**src/hdl/toric_syndrome_extractor_macros.svh**
```systemverilog
// Assertion macros used by the toric syndrome extractor back end.
`ifndef TORIC_SYNDROME_EXTRACTOR_MACROS_SVH
`define TORIC_SYNDROME_EXTRACTOR_MACROS_SVH

// Same-cycle implication, checked on aclk outside reset.
`define TSE_ASSERT_NOW(label, ante, cons, msg) \
    label: assert property (@(posedge aclk) disable iff (!aresetn) (ante) |-> (cons)) \
        else $error(msg);

// Next-cycle implication, checked on aclk outside reset.
`define TSE_ASSERT_NEXT(label, ante, cons, msg) \
    label: assert property (@(posedge aclk) disable iff (!aresetn) (ante) |=> (cons)) \
        else $error(msg);

`endif

```
**src/hdl/tse_pkg.sv**
```systemverilog
// Types and constants shared by the toric syndrome extractor modules.
package tse_pkg;

    localparam int COORD_W = 3;

    localparam logic [1:0] ACT_CLEAR   = 2'd0;
    localparam logic [1:0] ACT_FLIP    = 2'd1;
    localparam logic [1:0] ACT_MEASURE = 2'd2;

    localparam logic [1:0] EDGE_SEL_1 = 2'd1;
    localparam logic [1:0] EDGE_SEL_2 = 2'd2;

    typedef struct packed {
        logic [1:0]         action;
        logic [COORD_W-1:0] site_x;
        logic [COORD_W-1:0] site_y;
        logic [1:0]         edge_select;
    } in_item_t;

    typedef struct packed {
        logic               anyon_found;
        logic [COORD_W-1:0] anyon_x;
        logic [COORD_W-1:0] anyon_y;
        logic               logical_first;
        logic               logical_second;
        logic               last;
    } result_t;

    typedef enum logic [1:0] {
        CMD_CLEAR,
        CMD_FLIP,
        CMD_MEASURE
    } cmd_op_t;

    typedef struct packed {
        cmd_op_t            op;
        logic [COORD_W-1:0] x;
        logic [COORD_W-1:0] y;
        logic               edge2;
    } cmd_t;

    typedef enum logic [2:0] {
        ST_IDLE,
        ST_FLIP,
        ST_PAR,
        ST_SCAN,
        ST_FIN
    } back_state_t;

endpackage

```
**src/hdl/tse_ram.sv**
```systemverilog
// Generic RAM with one write port and two registered read ports.
module tse_ram #(
    parameter int unsigned WIDTH = 1,
    parameter int unsigned DEPTH = 64,
    localparam int unsigned AW = $clog2(DEPTH)
) (
    input  logic             aclk,
    input  logic             wr_en,
    input  logic [AW-1:0]    wr_addr,
    input  logic [WIDTH-1:0] wr_data,
    input  logic             rd_en,
    input  logic [AW-1:0]    rd_addr_a,
    output logic [WIDTH-1:0] rd_data_a,
    input  logic [AW-1:0]    rd_addr_b,
    output logic [WIDTH-1:0] rd_data_b
);

    logic [WIDTH-1:0] mem_reg [DEPTH];
    logic [WIDTH-1:0] rd_data_a_reg;
    logic [WIDTH-1:0] rd_data_b_reg;

    always_ff @(posedge aclk) begin
        if (wr_en) begin
            mem_reg[wr_addr] <= wr_data;
        end
        if (rd_en) begin
            rd_data_a_reg <= mem_reg[rd_addr_a];
            rd_data_b_reg <= mem_reg[rd_addr_b];
        end
    end

    assign rd_data_a = rd_data_a_reg;
    assign rd_data_b = rd_data_b_reg;

endmodule

```
**src/hdl/tse_front.sv**
```systemverilog
// Front end: accepts input transfers and turns them into queued commands.
module tse_front
    import tse_pkg::*;
#(
    parameter int LATTICE_SIZE = 8
) (
    input  logic     s_valid,
    output logic     s_ready,
    input  in_item_t s_data,
    input  logic     q_full,
    output logic     q_push,
    output cmd_t     q_data
);

    logic accept;
    logic keep;
    logic coord_ok;
    logic sel_ok;

    // Coordinates are compared one bit wider so that a size of eight fits.
    assign coord_ok = ({1'b0, s_data.site_x} < (COORD_W + 1)'(LATTICE_SIZE))
                   && ({1'b0, s_data.site_y} < (COORD_W + 1)'(LATTICE_SIZE));
    assign sel_ok   = (s_data.edge_select == EDGE_SEL_1)
                   || (s_data.edge_select == EDGE_SEL_2);

    assign s_ready = !q_full;
    assign accept  = s_valid && !q_full;

    always_comb begin
        keep        = 1'b0;
        q_data.op   = CMD_CLEAR;
        q_data.x    = s_data.site_x;
        q_data.y    = s_data.site_y;
        q_data.edge2 = (s_data.edge_select == EDGE_SEL_2);
        unique case (s_data.action)
            ACT_CLEAR: begin
                keep      = 1'b1;
                q_data.op = CMD_CLEAR;
            end
            ACT_FLIP: begin
                // Out-of-range flips are absorbed here and never reach the back end.
                keep      = coord_ok && sel_ok;
                q_data.op = CMD_FLIP;
            end
            ACT_MEASURE: begin
                keep      = 1'b1;
                q_data.op = CMD_MEASURE;
            end
            default: begin
                keep = 1'b0;
            end
        endcase
    end

    assign q_push = accept && keep;

endmodule

```
**src/hdl/tse_cmd_fifo.sv**
```systemverilog
// Two-entry command queue between the front end and the back end.
module tse_cmd_fifo
    import tse_pkg::*;
(
    input  logic aclk,
    input  logic aresetn,
    input  logic push,
    input  cmd_t push_data,
    output logic full,
    input  logic pop,
    output logic empty,
    output cmd_t head
);

    localparam int unsigned DEPTH = 2;
    localparam int unsigned PW    = $clog2(DEPTH);
    localparam int unsigned CW    = $clog2(DEPTH + 1);

    cmd_t          mem_reg [DEPTH];
    logic [PW-1:0] wr_ptr_reg, wr_ptr_next;
    logic [PW-1:0] rd_ptr_reg, rd_ptr_next;
    logic [CW-1:0] count_reg, count_next;
    logic          do_push;
    logic          do_pop;

    assign full    = (count_reg == CW'(DEPTH));
    assign empty   = (count_reg == '0);
    assign head    = mem_reg[rd_ptr_reg];
    assign do_push = push && !full;
    assign do_pop  = pop && !empty;

    always_comb begin
        wr_ptr_next = wr_ptr_reg;
        rd_ptr_next = rd_ptr_reg;
        count_next  = count_reg;
        if (do_push) begin
            wr_ptr_next = (wr_ptr_reg == PW'(DEPTH - 1)) ? '0 : wr_ptr_reg + 1'b1;
        end
        if (do_pop) begin
            rd_ptr_next = (rd_ptr_reg == PW'(DEPTH - 1)) ? '0 : rd_ptr_reg + 1'b1;
        end
        if (do_push && !do_pop) begin
            count_next = count_reg + 1'b1;
        end else if (do_pop && !do_push) begin
            count_next = count_reg - 1'b1;
        end
    end

    always_ff @(posedge aclk) begin
        if (!aresetn) begin
            wr_ptr_reg <= '0;
            rd_ptr_reg <= '0;
            count_reg  <= '0;
        end else begin
            wr_ptr_reg <= wr_ptr_next;
            rd_ptr_reg <= rd_ptr_next;
            count_reg  <= count_next;
        end
    end

    always_ff @(posedge aclk) begin
        if (do_push) begin
            mem_reg[wr_ptr_reg] <= push_data;
        end
    end

endmodule

```
**src/hdl/tse_back.sv**
```systemverilog
// Back end: lattice storage, flip and clear execution, and the syndrome scan.
`include "toric_syndrome_extractor_macros.svh"

module tse_back
    import tse_pkg::*;
#(
    parameter int LATTICE_SIZE = 8
) (
    input  logic    aclk,
    input  logic    aresetn,
    input  logic    cmd_valid,
    input  cmd_t    cmd,
    output logic    cmd_pop,
    output logic    m_valid,
    input  logic    m_ready,
    output result_t m_data
);

    localparam int unsigned DEPTH = LATTICE_SIZE * LATTICE_SIZE;
    localparam int unsigned AW    = $clog2(DEPTH);
    localparam int unsigned SW    = 2 * COORD_W;
    localparam logic [COORD_W-1:0] LAST_C = COORD_W'(LATTICE_SIZE - 1);

    function automatic logic [AW-1:0] site_idx(input logic [COORD_W-1:0] x,
                                               input logic [COORD_W-1:0] y);
        logic [SW-1:0] s;
        s = SW'(x) * SW'(LATTICE_SIZE) + SW'(y);
        return s[AW-1:0];
    endfunction

    back_state_t        state_reg, state_next;
    logic [COORD_W-1:0] x_cnt_reg, x_cnt_next;
    logic [COORD_W-1:0] y_cnt_reg, y_cnt_next;
    logic [AW-1:0]      flip_addr_reg, flip_addr_next;
    logic               flip_e2_reg, flip_e2_next;
    logic [DEPTH-1:0]   valid_reg, valid_next;
    logic               par_pend_reg, par_pend_next;
    logic               lf_reg, lf_next;
    logic               ls_reg, ls_next;
    logic               s1_vld_reg, s1_vld_next;
    logic [COORD_W-1:0] s1_x_reg, s1_x_next;
    logic [COORD_W-1:0] s1_y_reg, s1_y_next;
    logic               pend_vld_reg, pend_vld_next;
    logic [COORD_W-1:0] pend_x_reg, pend_x_next;
    logic [COORD_W-1:0] pend_y_reg, pend_y_next;
    logic               out_vld_reg, out_vld_next;
    result_t            out_reg, out_next;

    // Valid bits sampled alongside each RAM read.
    logic v_e1a_reg, v_e1b_reg, v_e2a_reg, v_e2b_reg;

    logic          rd_en;
    logic [AW-1:0] e1a, e1b, e2a, e2b;
    logic          wr_en;
    logic          wr_e1, wr_e2;
    logic          e1_rd_a, e1_rd_b, e2_rd_a, e2_rd_b;
    logic          e1a_bit, e1b_bit, e2a_bit, e2b_bit;
    logic          syn;
    logic          stall;
    logic          out_free;
    logic [COORD_W-1:0] ym, xp;

    tse_ram #(.WIDTH(1), .DEPTH(DEPTH)) u_edge1_ram (
        .aclk      (aclk),
        .wr_en     (wr_en),
        .wr_addr   (flip_addr_reg),
        .wr_data   (wr_e1),
        .rd_en     (rd_en),
        .rd_addr_a (e1a),
        .rd_data_a (e1_rd_a),
        .rd_addr_b (e1b),
        .rd_data_b (e1_rd_b)
    );

    tse_ram #(.WIDTH(1), .DEPTH(DEPTH)) u_edge2_ram (
        .aclk      (aclk),
        .wr_en     (wr_en),
        .wr_addr   (flip_addr_reg),
        .wr_data   (wr_e2),
        .rd_en     (rd_en),
        .rd_addr_a (e2a),
        .rd_data_a (e2_rd_a),
        .rd_addr_b (e2b),
        .rd_data_b (e2_rd_b)
    );

    // An entry never written since the last clear reads as zero.
    assign e1a_bit = e1_rd_a && v_e1a_reg;
    assign e1b_bit = e1_rd_b && v_e1b_reg;
    assign e2a_bit = e2_rd_a && v_e2a_reg;
    assign e2b_bit = e2_rd_b && v_e2b_reg;
    assign syn     = e1a_bit ^ e1b_bit ^ e2a_bit ^ e2b_bit;

    assign out_free = !out_vld_reg || m_ready;
    assign ym = (y_cnt_reg == '0) ? LAST_C : y_cnt_reg - 1'b1;
    assign xp = (x_cnt_reg == LAST_C) ? '0 : x_cnt_reg + 1'b1;

    always_comb begin
        state_next     = state_reg;
        x_cnt_next     = x_cnt_reg;
        y_cnt_next     = y_cnt_reg;
        flip_addr_next = flip_addr_reg;
        flip_e2_next   = flip_e2_reg;
        valid_next     = valid_reg;
        par_pend_next  = 1'b0;
        lf_next        = lf_reg;
        ls_next        = ls_reg;
        s1_vld_next    = 1'b0;
        s1_x_next      = s1_x_reg;
        s1_y_next      = s1_y_reg;
        pend_vld_next  = pend_vld_reg;
        pend_x_next    = pend_x_reg;
        pend_y_next    = pend_y_reg;
        out_vld_next   = out_vld_reg && !m_ready;
        out_next       = out_reg;
        cmd_pop        = 1'b0;
        rd_en          = 1'b0;
        e1a            = '0;
        e1b            = '0;
        e2a            = '0;
        e2b            = '0;
        wr_en          = 1'b0;
        wr_e1          = e1a_bit ^ !flip_e2_reg;
        wr_e2          = e2a_bit ^ flip_e2_reg;
        stall          = 1'b0;

        // Logical parity reads land in the cycle after they are issued.
        if (par_pend_reg) begin
            ls_next = ls_reg ^ e1a_bit;
            lf_next = lf_reg ^ e2b_bit;
        end

        // An odd stabilizer is held back until the next one shows whether it is last.
        if (s1_vld_reg && syn) begin
            if (pend_vld_reg) begin
                if (out_free) begin
                    out_vld_next            = 1'b1;
                    out_next.anyon_found    = 1'b1;
                    out_next.anyon_x        = pend_x_reg;
                    out_next.anyon_y        = pend_y_reg;
                    out_next.logical_first  = lf_reg;
                    out_next.logical_second = ls_reg;
                    out_next.last           = 1'b0;
                    pend_x_next             = s1_x_reg;
                    pend_y_next             = s1_y_reg;
                end else begin
                    stall = 1'b1;
                end
            end else begin
                pend_vld_next = 1'b1;
                pend_x_next   = s1_x_reg;
                pend_y_next   = s1_y_reg;
            end
        end
        if (stall) begin
            s1_vld_next = 1'b1;
        end

        unique case (state_reg)
            ST_IDLE: begin
                if (cmd_valid) begin
                    cmd_pop = 1'b1;
                    unique case (cmd.op)
                        CMD_CLEAR: begin
                            valid_next = '0;
                        end
                        CMD_FLIP: begin
                            rd_en          = 1'b1;
                            e1a            = site_idx(cmd.x, cmd.y);
                            e2a            = e1a;
                            flip_addr_next = e1a;
                            flip_e2_next   = cmd.edge2;
                            state_next     = ST_FLIP;
                        end
                        CMD_MEASURE: begin
                            x_cnt_next = '0;
                            lf_next    = 1'b0;
                            ls_next    = 1'b0;
                            state_next = ST_PAR;
                        end
                        default: begin
                            state_next = ST_IDLE;
                        end
                    endcase
                end
            end
            ST_FLIP: begin
                wr_en                     = 1'b1;
                valid_next[flip_addr_reg] = 1'b1;
                state_next                = ST_IDLE;
            end
            ST_PAR: begin
                rd_en         = 1'b1;
                e1a           = site_idx(x_cnt_reg, '0);
                e2b           = site_idx('0, x_cnt_reg);
                par_pend_next = 1'b1;
                if (x_cnt_reg == LAST_C) begin
                    x_cnt_next = '0;
                    y_cnt_next = '0;
                    state_next = ST_SCAN;
                end else begin
                    x_cnt_next = x_cnt_reg + 1'b1;
                end
            end
            ST_SCAN: begin
                if (!stall) begin
                    rd_en       = 1'b1;
                    e1a         = site_idx(x_cnt_reg, y_cnt_reg);
                    e2a         = e1a;
                    e1b         = site_idx(x_cnt_reg, ym);
                    e2b         = site_idx(xp, y_cnt_reg);
                    s1_vld_next = 1'b1;
                    s1_x_next   = x_cnt_reg;
                    s1_y_next   = y_cnt_reg;
                    if (y_cnt_reg == LAST_C) begin
                        y_cnt_next = '0;
                        if (x_cnt_reg == LAST_C) begin
                            state_next = ST_FIN;
                        end else begin
                            x_cnt_next = x_cnt_reg + 1'b1;
                        end
                    end else begin
                        y_cnt_next = y_cnt_reg + 1'b1;
                    end
                end
            end
            ST_FIN: begin
                if (!s1_vld_reg && out_free) begin
                    out_vld_next            = 1'b1;
                    out_next.anyon_found    = pend_vld_reg;
                    out_next.anyon_x        = pend_vld_reg ? pend_x_reg : '0;
                    out_next.anyon_y        = pend_vld_reg ? pend_y_reg : '0;
                    out_next.logical_first  = lf_reg;
                    out_next.logical_second = ls_reg;
                    out_next.last           = 1'b1;
                    pend_vld_next           = 1'b0;
                    state_next              = ST_IDLE;
                end
            end
            default: begin
                state_next = ST_IDLE;
            end
        endcase
    end

    always_ff @(posedge aclk) begin
        if (!aresetn) begin
            state_reg    <= ST_IDLE;
            x_cnt_reg    <= '0;
            y_cnt_reg    <= '0;
            valid_reg    <= '0;
            par_pend_reg <= 1'b0;
            s1_vld_reg   <= 1'b0;
            pend_vld_reg <= 1'b0;
            out_vld_reg  <= 1'b0;
        end else begin
            state_reg    <= state_next;
            x_cnt_reg    <= x_cnt_next;
            y_cnt_reg    <= y_cnt_next;
            valid_reg    <= valid_next;
            par_pend_reg <= par_pend_next;
            s1_vld_reg   <= s1_vld_next;
            pend_vld_reg <= pend_vld_next;
            out_vld_reg  <= out_vld_next;
        end
    end

    always_ff @(posedge aclk) begin
        flip_addr_reg <= flip_addr_next;
        flip_e2_reg   <= flip_e2_next;
        lf_reg        <= lf_next;
        ls_reg        <= ls_next;
        s1_x_reg      <= s1_x_next;
        s1_y_reg      <= s1_y_next;
        pend_x_reg    <= pend_x_next;
        pend_y_reg    <= pend_y_next;
        out_reg       <= out_next;
        if (rd_en) begin
            v_e1a_reg <= valid_reg[e1a];
            v_e1b_reg <= valid_reg[e1b];
            v_e2a_reg <= valid_reg[e2a];
            v_e2b_reg <= valid_reg[e2b];
        end
    end

    assign m_valid = out_vld_reg;
    assign m_data  = out_reg;

    `TSE_ASSERT_NOW(a_scan_pipe_empty,
        (state_reg == ST_IDLE) || (state_reg == ST_FLIP) || (state_reg == ST_PAR),
        !s1_vld_reg && !pend_vld_reg, "scan pipeline holds data outside a scan")
    `TSE_ASSERT_NOW(a_empty_result_is_last, out_vld_reg && !out_reg.anyon_found,
        out_reg.last, "result without an anyon is not marked last")
    `TSE_ASSERT_NEXT(a_fin_emits_last, (state_reg == ST_FIN) && (state_next == ST_IDLE),
        out_vld_reg && out_reg.last, "measure ended without a last result")
    `TSE_ASSERT_NEXT(a_stall_holds_stage, stall,
        s1_vld_reg && $stable(s1_x_reg) && $stable(s1_y_reg),
        "stalled stabilizer was lost")

endmodule

```
**src/hdl/toric_syndrome_extractor.sv**
```systemverilog
// Top level of the toric syndrome extractor: front end, command queue and back end.
//
//   Channel  Direction  Handshake          Payload
//   s_       in         s_valid/s_ready    in_item_t: action, site_x, site_y, edge_select
//   m_       out        m_valid/m_ready    result_t: anyon_found, anyon_x, anyon_y,
//                                          logical_first, logical_second, last
//
// In the back end a clear completes in the idle state and a flip reads the RAMs, then
// writes them. A measure starts, reads the logical parities from LATTICE_SIZE sites on
// each axis, scans every stabilizer in turn, then drains the held report and emits the
// last result; the m_ channel can stall the scan.
// Reset (aresetn low at a clock edge) zeroes the lattice and empties the queue.
// The scan stops only while a held report and a full output register are both waiting.
module toric_syndrome_extractor
    import tse_pkg::*;
#(
    parameter int LATTICE_SIZE = 8
) (
    input  logic     aclk,
    input  logic     aresetn,
    input  logic     s_valid,
    output logic     s_ready,
    input  in_item_t s_data,
    output logic     m_valid,
    input  logic     m_ready,
    output result_t  m_data
);

    // Commands from the front end; invalid flips and the unused action code
    // are consumed there and never enter the queue.
    logic q_push;
    cmd_t q_data;
    logic q_full;
    logic q_pop;
    logic q_empty;
    cmd_t q_head;

    tse_front #(.LATTICE_SIZE(LATTICE_SIZE)) u_front (
        .s_valid (s_valid),
        .s_ready (s_ready),
        .s_data  (s_data),
        .q_full  (q_full),
        .q_push  (q_push),
        .q_data  (q_data)
    );

    // The queue decouples input transfers from the multi-cycle measure.
    tse_cmd_fifo u_cmd_fifo (
        .aclk      (aclk),
        .aresetn   (aresetn),
        .push      (q_push),
        .push_data (q_data),
        .full      (q_full),
        .pop       (q_pop),
        .empty     (q_empty),
        .head      (q_head)
    );

    // The back end owns the edge RAMs and the registered result output.
    tse_back #(.LATTICE_SIZE(LATTICE_SIZE)) u_back (
        .aclk      (aclk),
        .aresetn   (aresetn),
        .cmd_valid (!q_empty),
        .cmd       (q_head),
        .cmd_pop   (q_pop),
        .m_valid   (m_valid),
        .m_ready   (m_ready),
        .m_data    (m_data)
    );

endmodule

```
**config.mk**
```make
export PLATFORM = sky130hd
export DESIGN_NAME = toric_syndrome_extractor
export DESIGN_NICKNAME = d
export VERILOG_FILES = /design/src/hdl/tse_pkg.sv /design/src/hdl/tse_ram.sv /design/src/hdl/tse_front.sv /design/src/hdl/tse_cmd_fifo.sv /design/src/hdl/tse_back.sv /design/src/hdl/toric_syndrome_extractor.sv
export VERILOG_INCLUDE_DIRS = /design/src /design/src/hdl
export SDC_FILE = /design/constraint.sdc
export NUM_CORES = 1
export LEC_CHECK = 0
export BUFFER_PORTS_ARGS = -buffer_cell sky130_fd_sc_hd__buf_2
export CORE_UTILIZATION = 40
export DETAILED_ROUTE_END_ITERATION = 8
export GPL_ROUTABILITY_DRIVEN = 0
export PLACE_DENSITY_LB_ADDON = 0.12
export SYNTH_ARGS = -nofsm -noshare
export SYNTH_HDL_FRONTEND = slang
export SYNTH_SLANG_ARGS = --single-unit
```
**constraint.sdc**
```tcl
create_clock -name aclk -period 3.9 [get_ports aclk]
set_input_delay 0.78 -clock aclk [delete_from_list [all_inputs] [get_ports aclk]]
set_output_delay 0.78 -clock aclk [all_outputs]
set_load 0.05 [all_outputs]
```
# [After elaboration in Yosys (flattened, before gate mapping)]
# Memory sizes are Yosys's and may differ from the RTL's. A register that Yosys moved wholly into a read port is not among the register bits.
# Cells that the tools add are included.
[totals] register_bits=116 latch_bits=0 ramBits=146 romBits=0 inputBits=14 out_inout_bits=12 memories=3
[mem_list] name="u_back.u_edge1_ram.mem_reg" words=64 word_bits=1 rd=2 rd_clocked_by_memory_dff=2 wr=1 line_no="tse_ram.sv:18" text="logic [WIDTH-1:0] mem_reg [DEPTH];"
[mem_list] name="u_back.u_edge2_ram.mem_reg" words=64 word_bits=1 rd=2 rd_clocked_by_memory_dff=2 wr=1 line_no="tse_ram.sv:18"
[mem_list] name="u_cmd_fifo.mem_reg" words=2 word_bits=9 rd=1 rd_clocked_by_memory_dff=1 wr=1 line_no="tse_cmd_fifo.sv:19" text="cmd_t mem_reg [DEPTH];"
[op_classes] add_sub_neg=11 mul=0 div=0 n_lt_le_gt_ge=6 eq_ne=24 shift=0 muxes=95 bitwise=10 n_reduce_logical=41
[op_table] op="two-way mux 64 bit" n=2
[op_table] op="one-hot mux 64 bit (2 select lines)" n=1
[op_table] op="two-way mux 3 bit" n=22
[op_table] op="OR 64 bit" n=1
[op_table] op="two-way mux 10 bit" n=5
[op_table] op="two-way mux 1 bit" n=42
[op_table] op="two-way mux 6 bit" n=6
[op_table] op="less-than comparator 6 x 7 -> 1 bit (second input constant)" n=5
[op_table] op="adder 6 x 3 -> 6 bit" n=4
[op_table] op="binary-select mux 1 bit (select 6 bit)" n=4
[op_table] op="one-hot mux 6 bit (2 select lines)" n=2
[op_table] op="one-hot mux 3 bit (3 select lines)" n=2
[op_table] op="one-hot mux 6 bit (3 select lines)" n=1
[op_table] op="logical AND 1 bit" n=14
[op_table] op="inequality test 2 bit (second input constant)" n=7
[op_table] op="one-hot mux 3 bit (4 select lines)" n=1
[op_table] op="== test 3 bit (second input constant)" n=3
[op_table] op="AND reduction 3 bit" n=3
[op_table] op="== test 2 bit (second input constant)" n=4
[op_table] op="zero test 1 bit" n=8
[op_table] op="inequality test 2 x 1 -> 1 bit (second input constant)" n=4
[op_table] op="AND reduction 7 bit" n=1
[op_table] op="bitwise XOR 1 bit" n=7
[op_table] op="adder 3 x 1 -> 3 bit (second input constant)" n=2
[op_table] op="23 further kinds" n=36

# [Depth between registers and ports, before layout]
# Gate-level depths: netlist of run 1.
[logic_depth] ltp_word=10 mapped_depth=14

# [Cells and area by module]
# A second synthesis of run 1 with hierarchy kept.
[hier_totals] hier_cells=1353 hier_area_um2=14530.2
[modules_own_cells] mod="tse_ram" instances=2 cells_each=256 area_per_inst_um2=3577.2
[modules_own_cells] mod="tse_back" instances=1 cells_each=773 area_per_inst_um2=6407.4
[modules_own_cells] mod="tse_cmd_fifo" instances=1 cells_each=54 area_per_inst_um2=874.6
[modules_own_cells] mod="tse_front" instances=1 cells_each=13 area_per_inst_um2=90.1
[modules_own_cells] mod="toric_syndrome_extractor" instances=1 cells_each=1 area_per_inst_um2=3.8

# [Least setup slack after synthesis of run 1]
# OpenSTA, ideal clock, no wires.
[synth_path] kind="input to register" startpoint="in m_ready" endpoint="reg u_back.v_e1a_reg (data pin)" setup_ps=271 arrival_ps=2953 t_required_ps=3629 path_slack_ps=676 path_stages=11 path_cell_list="nand2b_1 nor2_2 and2_1 buf_2 a21o_1 nand2_1 a2111oi_0 a2111oi_0 a41o_1 a222oi_1 o31ai_1"
[synth_between] elab_chain_cells=8
[synth_rtl] item="start: declaration" line_no="toric_syndrome_extractor.sv:25" text="input logic m_ready,"
[synth_rtl] item="logical OR 1 bit" line_no="tse_back.sv:94" text="assign out_free = !out_vld_reg || m_ready;"
[synth_rtl] item="two-way mux 1 bit" line_no="tse_back.sv:136" text="if (out_free) begin"
[synth_rtl] item="two-way mux 1 bit" line_no="tse_back.sv:135" text="if (pend_vld_reg) begin"
[synth_rtl] item="two-way mux 1 bit" line_no="tse_back.sv:134" text="if (s1_vld_reg && syn) begin"
[synth_rtl] item="two-way mux 6 bit" line_no="tse_back.sv:206" text="if (!stall) begin"
[synth_rtl] item="one-hot mux 6 bit (3 select lines)" line_no="tse_back.sv:159" text="unique case (state_reg)"
[synth_rtl] item="binary-select mux 1 bit (select 6 bit)" line_no="tse_back.sv:279" text="v_e1a_reg <= valid_reg[e1a];"
[synth_rtl] item="two-way mux 1 bit (not written as such)" line_no="tse_back.sv:279"
[synth_rtl] item="end signal: assignment" line_no="tse_back.sv:279"
[synth_rtl] item="end: declaration" line_no="tse_back.sv:50" text="logic v_e1a_reg, v_e1b_reg, v_e2a_reg, v_e2b_reg;"
# No other way between the ends. The select of a mux whose other input is x is not followed.
# A chain may end at the register's enable or synchronous reset.

# [Worst setup path after layout of run 1]
[layout_path] startpoint="reg u_back.v_e1a_reg" endpoint="reg u_back.u_edge1_ram.rd_data_a_reg, in the netlist u_back.u_edge1_ram.rd_data_a, read port of u_back.u_edge1_ram.mem_reg (data pin)"
[layout_between] elab_chain_cells=8 elab_cells_between_ends=10 classes_between="mux: 5; bitwise: 3; reduce/logical: 2"
[layout_rtl] item="logical AND 1 bit (*)" line_no="tse_back.sv:88" text="assign e1a_bit = e1_rd_a && v_e1a_reg;"
[layout_rtl] item="bitwise XOR 1 bit (*) (3 in a row)" line_no="tse_back.sv:92" text="assign syn = e1a_bit ^ e1b_bit ^ e2a_bit ^ e2b_bit;"
[layout_rtl] item="logical AND 1 bit (*)" line_no="tse_back.sv:134"
[layout_rtl] item="two-way mux 1 bit (*)" line_no="tse_back.sv:134"
[layout_rtl] item="two-way mux 6 bit / two-way mux 1 bit (equally long branches)" line_no="tse_back.sv:206"
[layout_rtl] item="one-hot mux 6 bit (3 select lines) / one-hot mux 1 bit (3 select lines) (equally long branches)" line_no="tse_back.sv:159"
[layout_rtl] item="end: declaration" line_no="tse_ram.sv:19" text="logic [WIDTH-1:0] rd_data_a_reg;"
# Every way passes the cells marked *; elsewhere a longest branch is shown, timed or not.

==> metrics.csv, run 1 <==
stage,metric,value,unit
run_status,status,"finished, final reports clean",
power_and_ir_drop,Int Pwr,5.702,mW
sta,relative slew slack,26.63,%
yosys,sequential fraction of the synthesis area,49.42,%
grt,first-pass GRT wire length,80030,microns
power_and_ir_drop,switching pwr,2.682,mW
flow_run,maxcap violations,0,
sta,final worst slack,270.5,ps
grt,Global Route Usage Sum,29.65,%
grt,initial antenna violation count,0,
yosys,cells after synthesis,1555,
yosys,synthesized cell area,14320,sq um
route,DRT iter0 DRCs,1690,
floorplanning,row count,68,
clock_network,CTS tree,done,
sta,fin. max-slew vios,0,
sta,period utilization,93.06,%
route,via count,13150,
cells_and_area,fin nets,1616,
sta,clk_skew,18.27,ps
floorplanning,Ports,26,
worst_setup_path,CP arrival,3960,ps
route,uppermost layer routed,met4,
cells_and_area,share of post-route cells with drive strength above 1,13.63,%
route,met1 WL,22150,microns
sta,final hold violation count,0,
clock_network,clk sinks,267,
grt,vias in the first global route,12440,
route,drt wl/cell,25.87,microns
floorplanning,Die ar.,36560,sq um
cells_and_area,Area Overhead vs Synth,14.14,%
route,DR vias/cell,6.349,
yosys,Synth Warn #,0,
worst_setup_path,crit-path max FO,13,
floorplanning,core area,34880,sq um
floorplanning,starting density of the core,41.05,%
power_and_ir_drop,Comb pwr share,24.0,%
sta,setup TNS,0,ps
power_and_ir_drop,worst vdd ir,0.0004301,V
yosys,Synth Area per Inst,9.209,sq um
sta,Tightest Pin Transition,1096,ps
yosys,Mapped Nets,1577,
sta,Max Clock Freq,0.2755,GHz
worst_setup_path,type of the worst setup path,reg2reg,
worst_setup_path,startpoint types,flip-flop,
cells_and_area,most frequent cells in the layout,"nand2_1 (236), nor2_1 (208), edfxtp_1 (173)",
floorplanning,Die H,191.2,microns
worst_setup_path,CP endpoint kind,flip-flop,
yosys,Yosys cell types,88,
route,routed wl met3,6012,microns
yosys,number of synthesized register bits,267,
power_and_ir_drop,Seq pwr share,41.6,%
yosys,Synth Flop Type,edfxtp_1,
power_and_ir_drop,sw frac,31.99,%
placement,Final HPWL DP,38120,microns
floorplanning,chip width,191.2,microns
route,TritonRoute pass-1 iters,6,
route,drc violations,0,
placement,Place WS,-95.60,ps
clock_network,post-CTS setup buffer count,0,
route,Post-Route WL,53570,microns
placement,port buffer count,25,
sta,Final Critical Period,3630,ps
sta,RSZ-0062 raised after global routing,false,
clock_network,H-tree depth,1,
clock_network,"Clk pin slew, worst setup/hold paths",60,ps
hold_path,type of the most critical hold path,in2reg,
clock_network,Clock Tree Buf Depth,3,
sta,final setup fails,0,
cells_and_area,Util after Layout,46.85,%
worst_setup_path,"setup slack, reg-to-reg",270,ps
power_and_ir_drop,Design Power,8.384,mW
worst_setup_path,CP Data Required Time,4230,ps
yosys,number of enable flip-flop cells after synthesis,173,
power_and_ir_drop,clock share of power,34.3,%
route,DR WL met2,22600,microns
power_and_ir_drop,Leak,5.728,nW
cells_and_area,"most common cell after layout, fill and taps aside",nand2_1,
grt,largest net degree at the start of global routing,65,
sta,Hold Slack,406.0,ps
yosys,ys async rst share,0,%
cells_and_area,Filler cells,3410,
clock_network,TritonCTS Buffers,29,
route,Post-DRT Antenna Nets,0,
clock_network,clk_lat worst skew,570,ps
power_and_ir_drop,PD cells,513.0,nW/um^2
grt,grt ovf,0,
clock_network,CTS root buffer,clkbuf_16,
per-stage QoR:
step                      cells  instance area [sq um]
after global routing       2069                  16340
after global placement     2018                  15350
final                      2071                  16340
after detailed placement   2018                  15350
after floorplan            1555                  14320
after CTS                  2069                  16330
cell families after synthesis:
kind of cell / share of synthesized area [%]
AND/OR/NAND/NOR: 21.54
AO/OA/AOI/OAI: 18.18
flip-flops: 49.42
buffers and inverters: 4.142
multiplexers: 4.998
XOR/XNOR: 1.022
adder cells (fa/ha/maj): 0.6990
power by group through the flow:
stage / combinational, mW / clock, mW / sequential, mW
2_1_floorplan: 1.21 / 0 / 3.59
3_3_place_gp: 1.98 / 0 / 3.54
3_5_place_dp: 1.98 / 0 / 3.55
4_1_cts: 1.99 / 2.92 / 3.49
5_1_grt: 2.16 / 3.03 / 3.51
6_report: 2.01 / 2.88 / 3.49
layout make-up:
type                       count  area (sq um)  area share [%]
sequential                   267          7077           43.30
multi-input combinational   1154          6741           41.25
timing repair buffer         120         888.4           5.435
clock buffer                  34         744.5           4.555
tap                          455         569.3           3.483
clock inverter                17         236.5           1.447
inverter                      22         82.58          0.5052
antenna                        2         5.005         0.03062
timing repair:
item | CTS | global route
resized for setup | 0 | 4
hold buffers | 0 | 0
setup endpoints to repair | 0 | 2
path summary, 6_finish.rpt:
| kind | from | endpoint | cells past startpoint |
|---|---|---|---|
| max reg2reg | u_back.v_e1a_reg$_DFFE_PP_ | u_back.u_edge1_ram.rd_data_a$_DFFE_PP_ | 11 |
| min | s_data[5] | u_cmd_fifo.mem_reg[0][4]$_DFFE_PP_ | 1 |
| min reg2reg | u_back.s1_x_reg[1]$_DFFE_PP_ | u_back.pend_x_reg[1]$_DFFE_PP_ | 0 |
| max | u_back.v_e1a_reg$_DFFE_PP_ | u_back.u_edge1_ram.rd_data_a$_DFFE_PP_ | 11 |
worst max-delay path, stage by stage (launching register included):
cell      delay [ps]
edfxtp_1         480
nand2_4          130
xor2_4           220
xor2_2           180
buf_4            210
a211oi_1         730
or2_1            220
mux2_2           340
o211a_1          220
o21a_1           180
nand4b_1         240
and3_1           220
cell usage after synthesis, types with 15 or more instances:
master | n | area share (%)
a2111oi_0 | 15 | 0.92
a211oi_1 | 47 | 2.5
a21oi_1 | 114 | 4.0
a31oi_1 | 31 | 1.4
a32oi_1 | 15 | 0.92
and3_1 | 44 | 1.9
buf_2 | 30 | 1.0
clkbuf_1 | 63 | 1.7
dfxtp_1 | 94 | 13
edfxtp_1 | 173 | 36
inv_1 | 21 | 0.55
mux2_2 | 17 | 1.3
mux2i_1 | 45 | 3.1
nand2_1 | 238 | 6.2
nand3_1 | 75 | 2.6
nor2_1 | 210 | 5.5
nor3_1 | 33 | 1.2
o211ai_1 | 19 | 1.0
o21ai_0 | 46 | 1.6
layer usage:
layer	global-route usage [%]	vias to the layer above
met5	0	-
met4	14.19	0
met3	7.343	191
met2	44.16	828
met1	40.13	6293
li1	-	5837
(Power assumes the default switching activity.)
==> inputs of run 2 (changes only) <==
--- a/config.mk
+++ b/config.mk
@@ -6,6 +6,7 @@
 export SDC_FILE = /design/constraint.sdc
 export NUM_CORES = 1
 export LEC_CHECK = 0
+export ABC_AREA = 1
 export BUFFER_PORTS_ARGS = -buffer_cell sky130_fd_sc_hd__buf_2
 export CORE_UTILIZATION = 40
 export DETAILED_ROUTE_END_ITERATION = 8
==> metrics.csv, run 2 <==
stage,metric,value,unit,change
grt,Global Route Usage Sum,28.37,%,-1.3 points
placement,Final HPWL DP,34580,microns,-9.3%
worst_setup_path,CP endpoint kind,flip-flop,,
power_and_ir_drop,PD cells,577.5,nW/um^2,+13%
run_status,status,"finished, final reports clean",,
clock_network,CTS root buffer,clkbuf_16,,
cells_and_area,fin nets,1922,,+19%
worst_setup_path,CP startpoint,u_back.v_e1b_reg$_DFFE_PP_,,
clock_network,CTS tree,done,,
sta,Final Critical Period,3839,ps,+209.6 ps
sta,relative slew slack,31.20,%,+4.6 points
yosys,number of enable flip-flop cells after synthesis,173,,unchanged
worst_setup_path,crit-path max FO,8,,-5
floorplanning,row count,70,,+2.9%
cells_and_area,Area Overhead vs Synth,12.06,%,
grt,busiest grt layer,met2,,
worst_setup_path,type of the worst setup path,reg2reg,,
placement,Placement Cell Area,15560,sq um,+1.4%
clock_network,clk_lat worst skew,580,ps,about the same
floorplanning,Ports,26,,unchanged
floorplanning,chip width,194.7,microns,+1.8%
clock_network,clk sinks,267,,unchanged
sta,Hold Slack,406.5,ps,+0.4770 ps
yosys,"top cells by area, synth","edfxtp_1 (35%), nand3_1 (19%), dfxtp_1 (13%)",,
grt,largest net degree at the start of global routing,77,,+18%
yosys,Synth Flop Type,edfxtp_1,,
yosys,Synth Warn #,0,,unchanged
sta,Max Clock Freq,0.2605,GHz,-5.5%
yosys,cells after synthesis,1907,,+23%
grt,first-pass GRT wire length,81410,microns,+1.7%
sta,Tightest Pin Transition,1030,ps,-66.18 ps
power_and_ir_drop,Design Power,9.615,mW,+15%
power_and_ir_drop,worst vdd ir,0.0005147,V,+20%
worst_setup_path,startpoint types,flip-flop,,
clock_network,"Clk pin slew, worst setup/hold paths",70,ps,about the same
clock_network,post-CTS setup buffer count,0,,unchanged
grt,Global Route met1 Usage,38.05,%,-2.1 points
yosys,fraction of the mapped netlist area in adder cells,0.6737,%,-0.025 points
yosys,Mapped Nets,1929,,+22%
cells_and_area,Final Cell Area,16650,sq um,+1.9%
cells_and_area,share of post-route cells with drive strength above 1,8.628,%,-5.0 points
yosys,largest family of logic cells by synthesized area,simple AND/OR/NAND/NOR gates,,
clock_network,TritonCTS Buffers,30,,+3.4%
yosys,number of synthesized register bits,267,,unchanged
worst_setup_path,"Max stage delay cell, worst path",nor2_2,,
route,drc violations,0,,unchanged
sta,period utilization,98.44,%,+5.4 points
yosys,Yosys cell types,42,,-52%
floorplanning,Die H,194.7,microns,+1.8%
floorplanning,starting density of the core,40.58,%,-0.47 points
route,TritonRoute pass-1 iters,6,,unchanged
route,DRT iter0 DRCs,1685,,-0.30%
worst_setup_path,FF-to-FF Start,u_back.v_e1b_reg$_DFFE_PP_,,
grt,vias in the first global route,13240,,+6.4%
clock_network,Clock Tree Buf Depth,3,,unchanged
yosys,ys async rst share,0,%,unchanged
worst_setup_path,CP arrival,4150,ps,+190 ps
worst_setup_path,crit-path leading delay family,simple AND/OR/NAND/NOR gates,,
yosys,post-synth top area share,34.97,%,-1.3 points
cells_and_area,most frequent cells in the layout,"nand3_1 (569), nand2_1 (340), inv_1 (267)",,
yosys,post-synthesis mux area share,0.5306,%,-4.5 points
route,drt wl/cell,22.57,microns,-13%
placement,port buffer count,25,,unchanged
flow_run,maxcap violations,0,,unchanged
route,Post-DRT Antenna Nets,0,,unchanged
sta,RSZ-0062 raised after global routing,false,,
worst_setup_path,Crit path largest cell delay,580,ps,-150 ps
floorplanning,Die ar.,37920,sq um,+3.7%
clock_network,cts hold-fix bufs,0,,unchanged
yosys,Simple-Gate Fraction of Synth Area,32.75,%,+11 points
grt,routing usage on met2,43.67,%,-0.49 points
sta,clk_skew,25.74,ps,+7.469 ps
sta,final worst slack,60.84,ps,-209.6 ps
worst_setup_path,CP bufs+invs,3,,+2
worst_setup_path,worst-path cell chain,"nand2_1, inv_1, nand2_1, nand2_1, nand2_1, nand4_4, nand2_2, nor2_2, inv_1, nand2_1, nor2_2, inv_1, nand3_1, nand3_1, nand2_1",,
sta,final setup fails,0,,unchanged
route,via count,13950,,+6.1%
yosys,Synth top cells by count,"nand3_1 (569), nand2_1 (340), inv_1 (268), edfxtp_1 (173), dfxtp_1 (94)",,
yosys,sequential fraction of the synthesis area,47.63,%,-1.8 points
grt,initial antenna violation count,0,,unchanged
grt,grt ovf,0,,unchanged
worst_setup_path,CP Data Required Time,4210,ps,-20 ps
yosys,synthesized cell area,14860,sq um,+3.7%
sta,final hold violation count,0,,unchanged
placement,Place WS,-371.4,ps,-275.8 ps
floorplanning,core area,36610,sq um,+4.9%
sta,setup TNS,0,ps,unchanged
clock_network,H-tree depth,1,,unchanged
worst_setup_path,cell mode on critical path,nand2_1,,
yosys,top-count cell post-synth,nand3_1,,
yosys,Yosys top cell by area,edfxtp_1,,
hold_path,type of the most critical hold path,in2reg,,
power_and_ir_drop,Leak,6.865,nW,+20%
yosys,XOR/XNOR Fraction of Synth Area,0.1179,%,-0.90 points
route,DR vias/cell,5.831,,-8.2%
sta,fin. max-slew vios,0,,unchanged
yosys,Synth Area in Compound Gates,7.605,%,-11 points
hold_path,HP Start,s_data[4],,
yosys,Synth Area per Inst,7.791,sq um,-15%
grt,met3 Use GR,5.275,%,-2.1 points
route,Post-Route WL,54020,microns,+0.83%
cells_and_area,"most common cell after layout, fill and taps aside",nand3_1,,
## run 2: changes by cell type in the layout (fill, tap and decap cells not counted), sizes merged, moves of 29 or more
cell    previous run  this run
nand3             75       571
inv               23       282
nor2             213        36
nand2            241       349
nor3              34        83
o211ai            19        68
buf              120        74
mux2i             46         0
a211oi            49         5
and3              44         0
a21oi            117        80
o21ai             49        18
a31oi             31         2
## run 2: through the flow
step                std cells  util [%]
floorplan                1907         -
global placement         2336     42.51
detailed placement       2336     42.51
CTS                      2392     45.46
global route             2392     45.47
finish                   2393     45.48
## run 2: routing by layer
layer	part of all wire (%)	up-vias
met1	41	6577
li1	-	6501
met2	44	722
met5	0	-
met3	9.4	154
met4	5.2	0
## run 2: area by class of cell
type | instances | area, sq um
inverter | 281 | 1057
sequential | 267 | 7077
multi-input combinational | 1246 | 6255
clock buffer | 37 | 818.3
antenna | 1 | 2.502
fill | 3673 | 19960
clock inverter | 19 | 260.3
tap | 468 | 585.6
timing repair buffer | 74 | 593.1
## run 2: timing repair
action	CTS	global route
endpoints found under the setup margin	2	1
gates resized for setup	1	1
gates cloned	0	0
hold endpoints to repair	0	0
## run 2: kinds of logic after synthesis
group,count (synthesis)
AOI/OAI and AO/OA,183
xor gates and xnor gates,2
adders and majority gates,8
buffers and inverters,394
DFF,267
muxes,7
and+or+nand+nor,1046
## run 2: final timing paths
check / to / slack (ps) / cells past startpoint
setup / recovery: u_back.u_edge1_ram.rd_data_a$_DFFE_PP_ / 60 / 15
hold / removal: u_cmd_fifo.mem_reg[1][3]$_DFFE_PP_ / 410 / 1
setup reg to reg: u_back.u_edge1_ram.rd_data_a$_DFFE_PP_ / 60 / 15
hold reg to reg: u_back.pend_x_reg[1]$_DFFE_PP_ / 420 / 0
## run 2: report_power, final
part / switching [mW] / internal [mW]
logic: 2.22 / 0.730
clock network: 1.19 / 1.89
registers: 0.128 / 3.46
total: 3.54 / 6.08
==> inputs of run 3 (changes only) <==
==> constraint.sdc (replaced) <==
create_clock -name aclk -period 4.6 [get_ports aclk]
set_input_delay 0.92 -clock aclk [delete_from_list [all_inputs] [get_ports aclk]]
set_output_delay 0.92 -clock aclk [all_outputs]
set_load 0.05 [all_outputs]
==> metrics.csv, run 3 (synthesis results as in run 2) <==
stage,metric,value,unit,change
clock_network,post-CTS setup buffer count,0,,unchanged
floorplanning,chip width,194.7,microns,unchanged
worst_setup_path,Worst setup endpoint,u_back.u_edge2_ram.rd_data_b$_DFFE_PP_,,
placement,port buffer count,25,,unchanged
worst_setup_path,FF-to-FF End,u_back.u_edge2_ram.rd_data_b$_DFFE_PP_,,
worst_setup_path,crit-path leading delay family,simple AND/OR/NAND/NOR gates,,
floorplanning,Die H,194.7,microns,unchanged
floorplanning,Die ar.,37920,sq um,unchanged
route,Post-DRT Antenna Nets,0,,unchanged
grt,first-pass GRT wire length,80360,microns,-1.3%
sta,period utilization,76.72,%,-22 points
sta,Final Critical Period,3529,ps,-310.2 ps
clock_network,Clock Tree Buf Depth,3,,unchanged
grt,largest net degree at the start of global routing,75,,-2.6%
cells_and_area,Final Cell Area,16470,sq um,-1.0%
worst_setup_path,CP startpoint,u_back.u_edge1_ram.rd_data_a$_DFFE_PP_,,
grt,initial antenna violation count,0,,unchanged
power_and_ir_drop,worst vdd ir,0.0002764,V,-46%
sta,Hold Slack,416.8,ps,+10.32 ps
worst_setup_path,worst-path cell chain,"nand2_1, inv_1, nand2_1, nand2_1, nand2_1, nand4_4, nand3_4, nand2_2, buf_4, nand2_1, nand3_1, nand3_1, nand3_1, nand3_1, nand3_1, nand2_1",,
sta,RSZ-0062 raised after global routing,false,,
floorplanning,core area,36610,sq um,unchanged
cells_and_area,most frequent cells in the layout,"nand3_1 (569), nand2_1 (340), inv_1 (267)",,
clock_network,clk_lat worst skew,590,ps,about the same
sta,fin. max-slew vios,0,,unchanged
placement,Placement Cell Area,15510,sq um,-0.34%
hold_path,type of the most critical hold path,reg2reg,,
floorplanning,row count,70,,unchanged
sta,Tightest Pin Transition,933.6,ps,-96.71 ps
flow_run,maxcap violations,0,,unchanged
sta,setup TNS,0,ps,unchanged
worst_setup_path,FF-to-FF Start,u_back.u_edge1_ram.rd_data_a$_DFFE_PP_,,
route,Post-Route WL,51950,microns,-3.8%
worst_setup_path,Crit path largest cell delay,660,ps,+80 ps
worst_setup_path,startpoint types,flip-flop,,
clock_network,CTS tree,done,,
route,DR vias/cell,5.798,,-0.58%
cells_and_area,Filler cells,3727,,+1.5%
clock_network,"Clk pin slew, worst setup/hold paths",70,ps,about the same
clock_network,clk sinks,267,,unchanged
sta,clk_skew,33.16,ps,+7.425 ps
floorplanning,Ports,26,,unchanged
clock_network,post-cts sizing count,0,,-1
route,drc violations,0,,unchanged
worst_setup_path,cell mode on critical path,nand2_1,,
clock_network,cts hold-fix bufs,0,,unchanged
route,DRT iter0 DRCs,1627,,-3.4%
cells_and_area,ant diodes,0,,-1
worst_setup_path,worst reg2reg path depth,16,,+1
sta,final hold violation count,0,,unchanged
worst_setup_path,CP arrival,3870,ps,-280 ps
worst_setup_path,"Max stage delay cell, worst path",buf_4,,
worst_setup_path,Worst path depth,16,,+1
cells_and_area,"most common cell after layout, fill and taps aside",nand3_1,,
cells_and_area,share of post-route cells with drive strength above 1,8.454,%,-0.17 points
worst_setup_path,"setup slack, reg-to-reg",1070,ps,+1010 ps
placement,Final HPWL DP,33970,microns,-1.7%
route,via count,13890,,-0.45%
sta,final setup fails,0,,unchanged
clock_network,CTS root buffer,clkbuf_16,,
sta,Max Clock Freq,0.2834,GHz,+8.8%
floorplanning,starting density of the core,40.58,%,unchanged
worst_setup_path,CP bufs+invs,2,,-1
grt,grt ovf,0,,unchanged
grt,vias in the first global route,13330,,+0.64%
route,TritonRoute pass-1 iters,6,,unchanged
cells_and_area,fin nets,1926,,+0.21%
worst_setup_path,crit-path max FO,68,,+60
cells_and_area,Area Overhead vs Synth,10.89,%,
power_and_ir_drop,Leak,6.798,nW,-0.98%
sta,relative slew slack,37.53,%,+6.3 points
worst_setup_path,type of the worst setup path,reg2reg,,
clock_network,TritonCTS Buffers,30,,unchanged
worst_setup_path,CP Data Required Time,4940,ps,+730 ps
route,drt wl/cell,21.68,microns,-3.9%
worst_setup_path,CP endpoint kind,flip-flop,,
run_status,status,"finished, final reports clean",,
power_and_ir_drop,PD cells,475.0,nW/um^2,-18%
clock_network,H-tree depth,1,,unchanged
grt,Global Route Usage Sum,27.65,%,-0.72 points
-- run 3: layer usage --
metal / GRT usage (%) / vias to the layer above / wire length, microns
met1: 37.45 / 6625 / 22100
met2: 44.29 / 631 / 23630
met5: 0 / - / 0
met4: 11.99 / 0 / 2228
li1: - / 6502 / -
met3: 3.592 / 133 / 3990
-- run 3: power by group --
part / total, mW / internal [mW] / switching, mW
logic: 2.42 / 0.591 / 1.82
registers: 3.04 / 2.93 / 0.108
clock network: 2.37 / 1.40 / 0.972
total: 7.83 / 4.92 / 2.90
-- run 3: final cells by class --
cell class / instances / area [sq um] / area share (%)
clock buffer: 40 / 809.5 / 4.914
clock inverter: 16 / 155.1 / 0.9417
inverter: 281 / 1057 / 6.418
multi-input combinational: 1246 / 6255 / 37.97
sequential: 267 / 7077 / 42.96
tap: 468 / 585.6 / 3.554
timing repair buffer: 78 / 535.5 / 3.251
-- run 3: worst min-delay path by stage --
| stage | startpoint | end | cells past startpoint |
|---|---|---|---|
| finish | u_back.s1_x_reg[2]$_DFFE_PP_ | u_back.pend_x_reg[2]$_DFFE_PP_ | 0 |
| global route | u_back.s1_y_reg[0]$_DFFE_PP_ | u_back.pend_y_reg[0]$_DFFE_PP_ | 0 |
| CTS | u_back.s1_y_reg[1]$_DFFE_PP_ | u_back.pend_y_reg[1]$_DFFE_PP_ | 0 |
| detailed placement | u_back.s1_y_reg[1]$_DFFE_PP_ | u_back.pend_y_reg[1]$_DFFE_PP_ | 0 |
| global placement | u_back.s1_y_reg[2]$_DFFE_PP_ | u_back.pend_y_reg[2]$_DFFE_PP_ | 0 |
| floorplan | u_back.s1_x_reg[0]$_DFFE_PP_ | u_back.pend_x_reg[0]$_DFFE_PP_ | 0 |
-- run 3: per-stage QoR --
stage	cells	util, %	total power, mW	setup WS [ps]
2_1_floorplan	1907	-	4.684	1728
3_3_place_gp	2340	42.37	5.469	923.1
3_5_place_dp	2340	42.37	5.482	914.2
4_1_cts	2396	45.00	7.852	1120
5_1_grt	2396	45.00	8.201	826.5
6_report	2396	45.00	7.825	1071
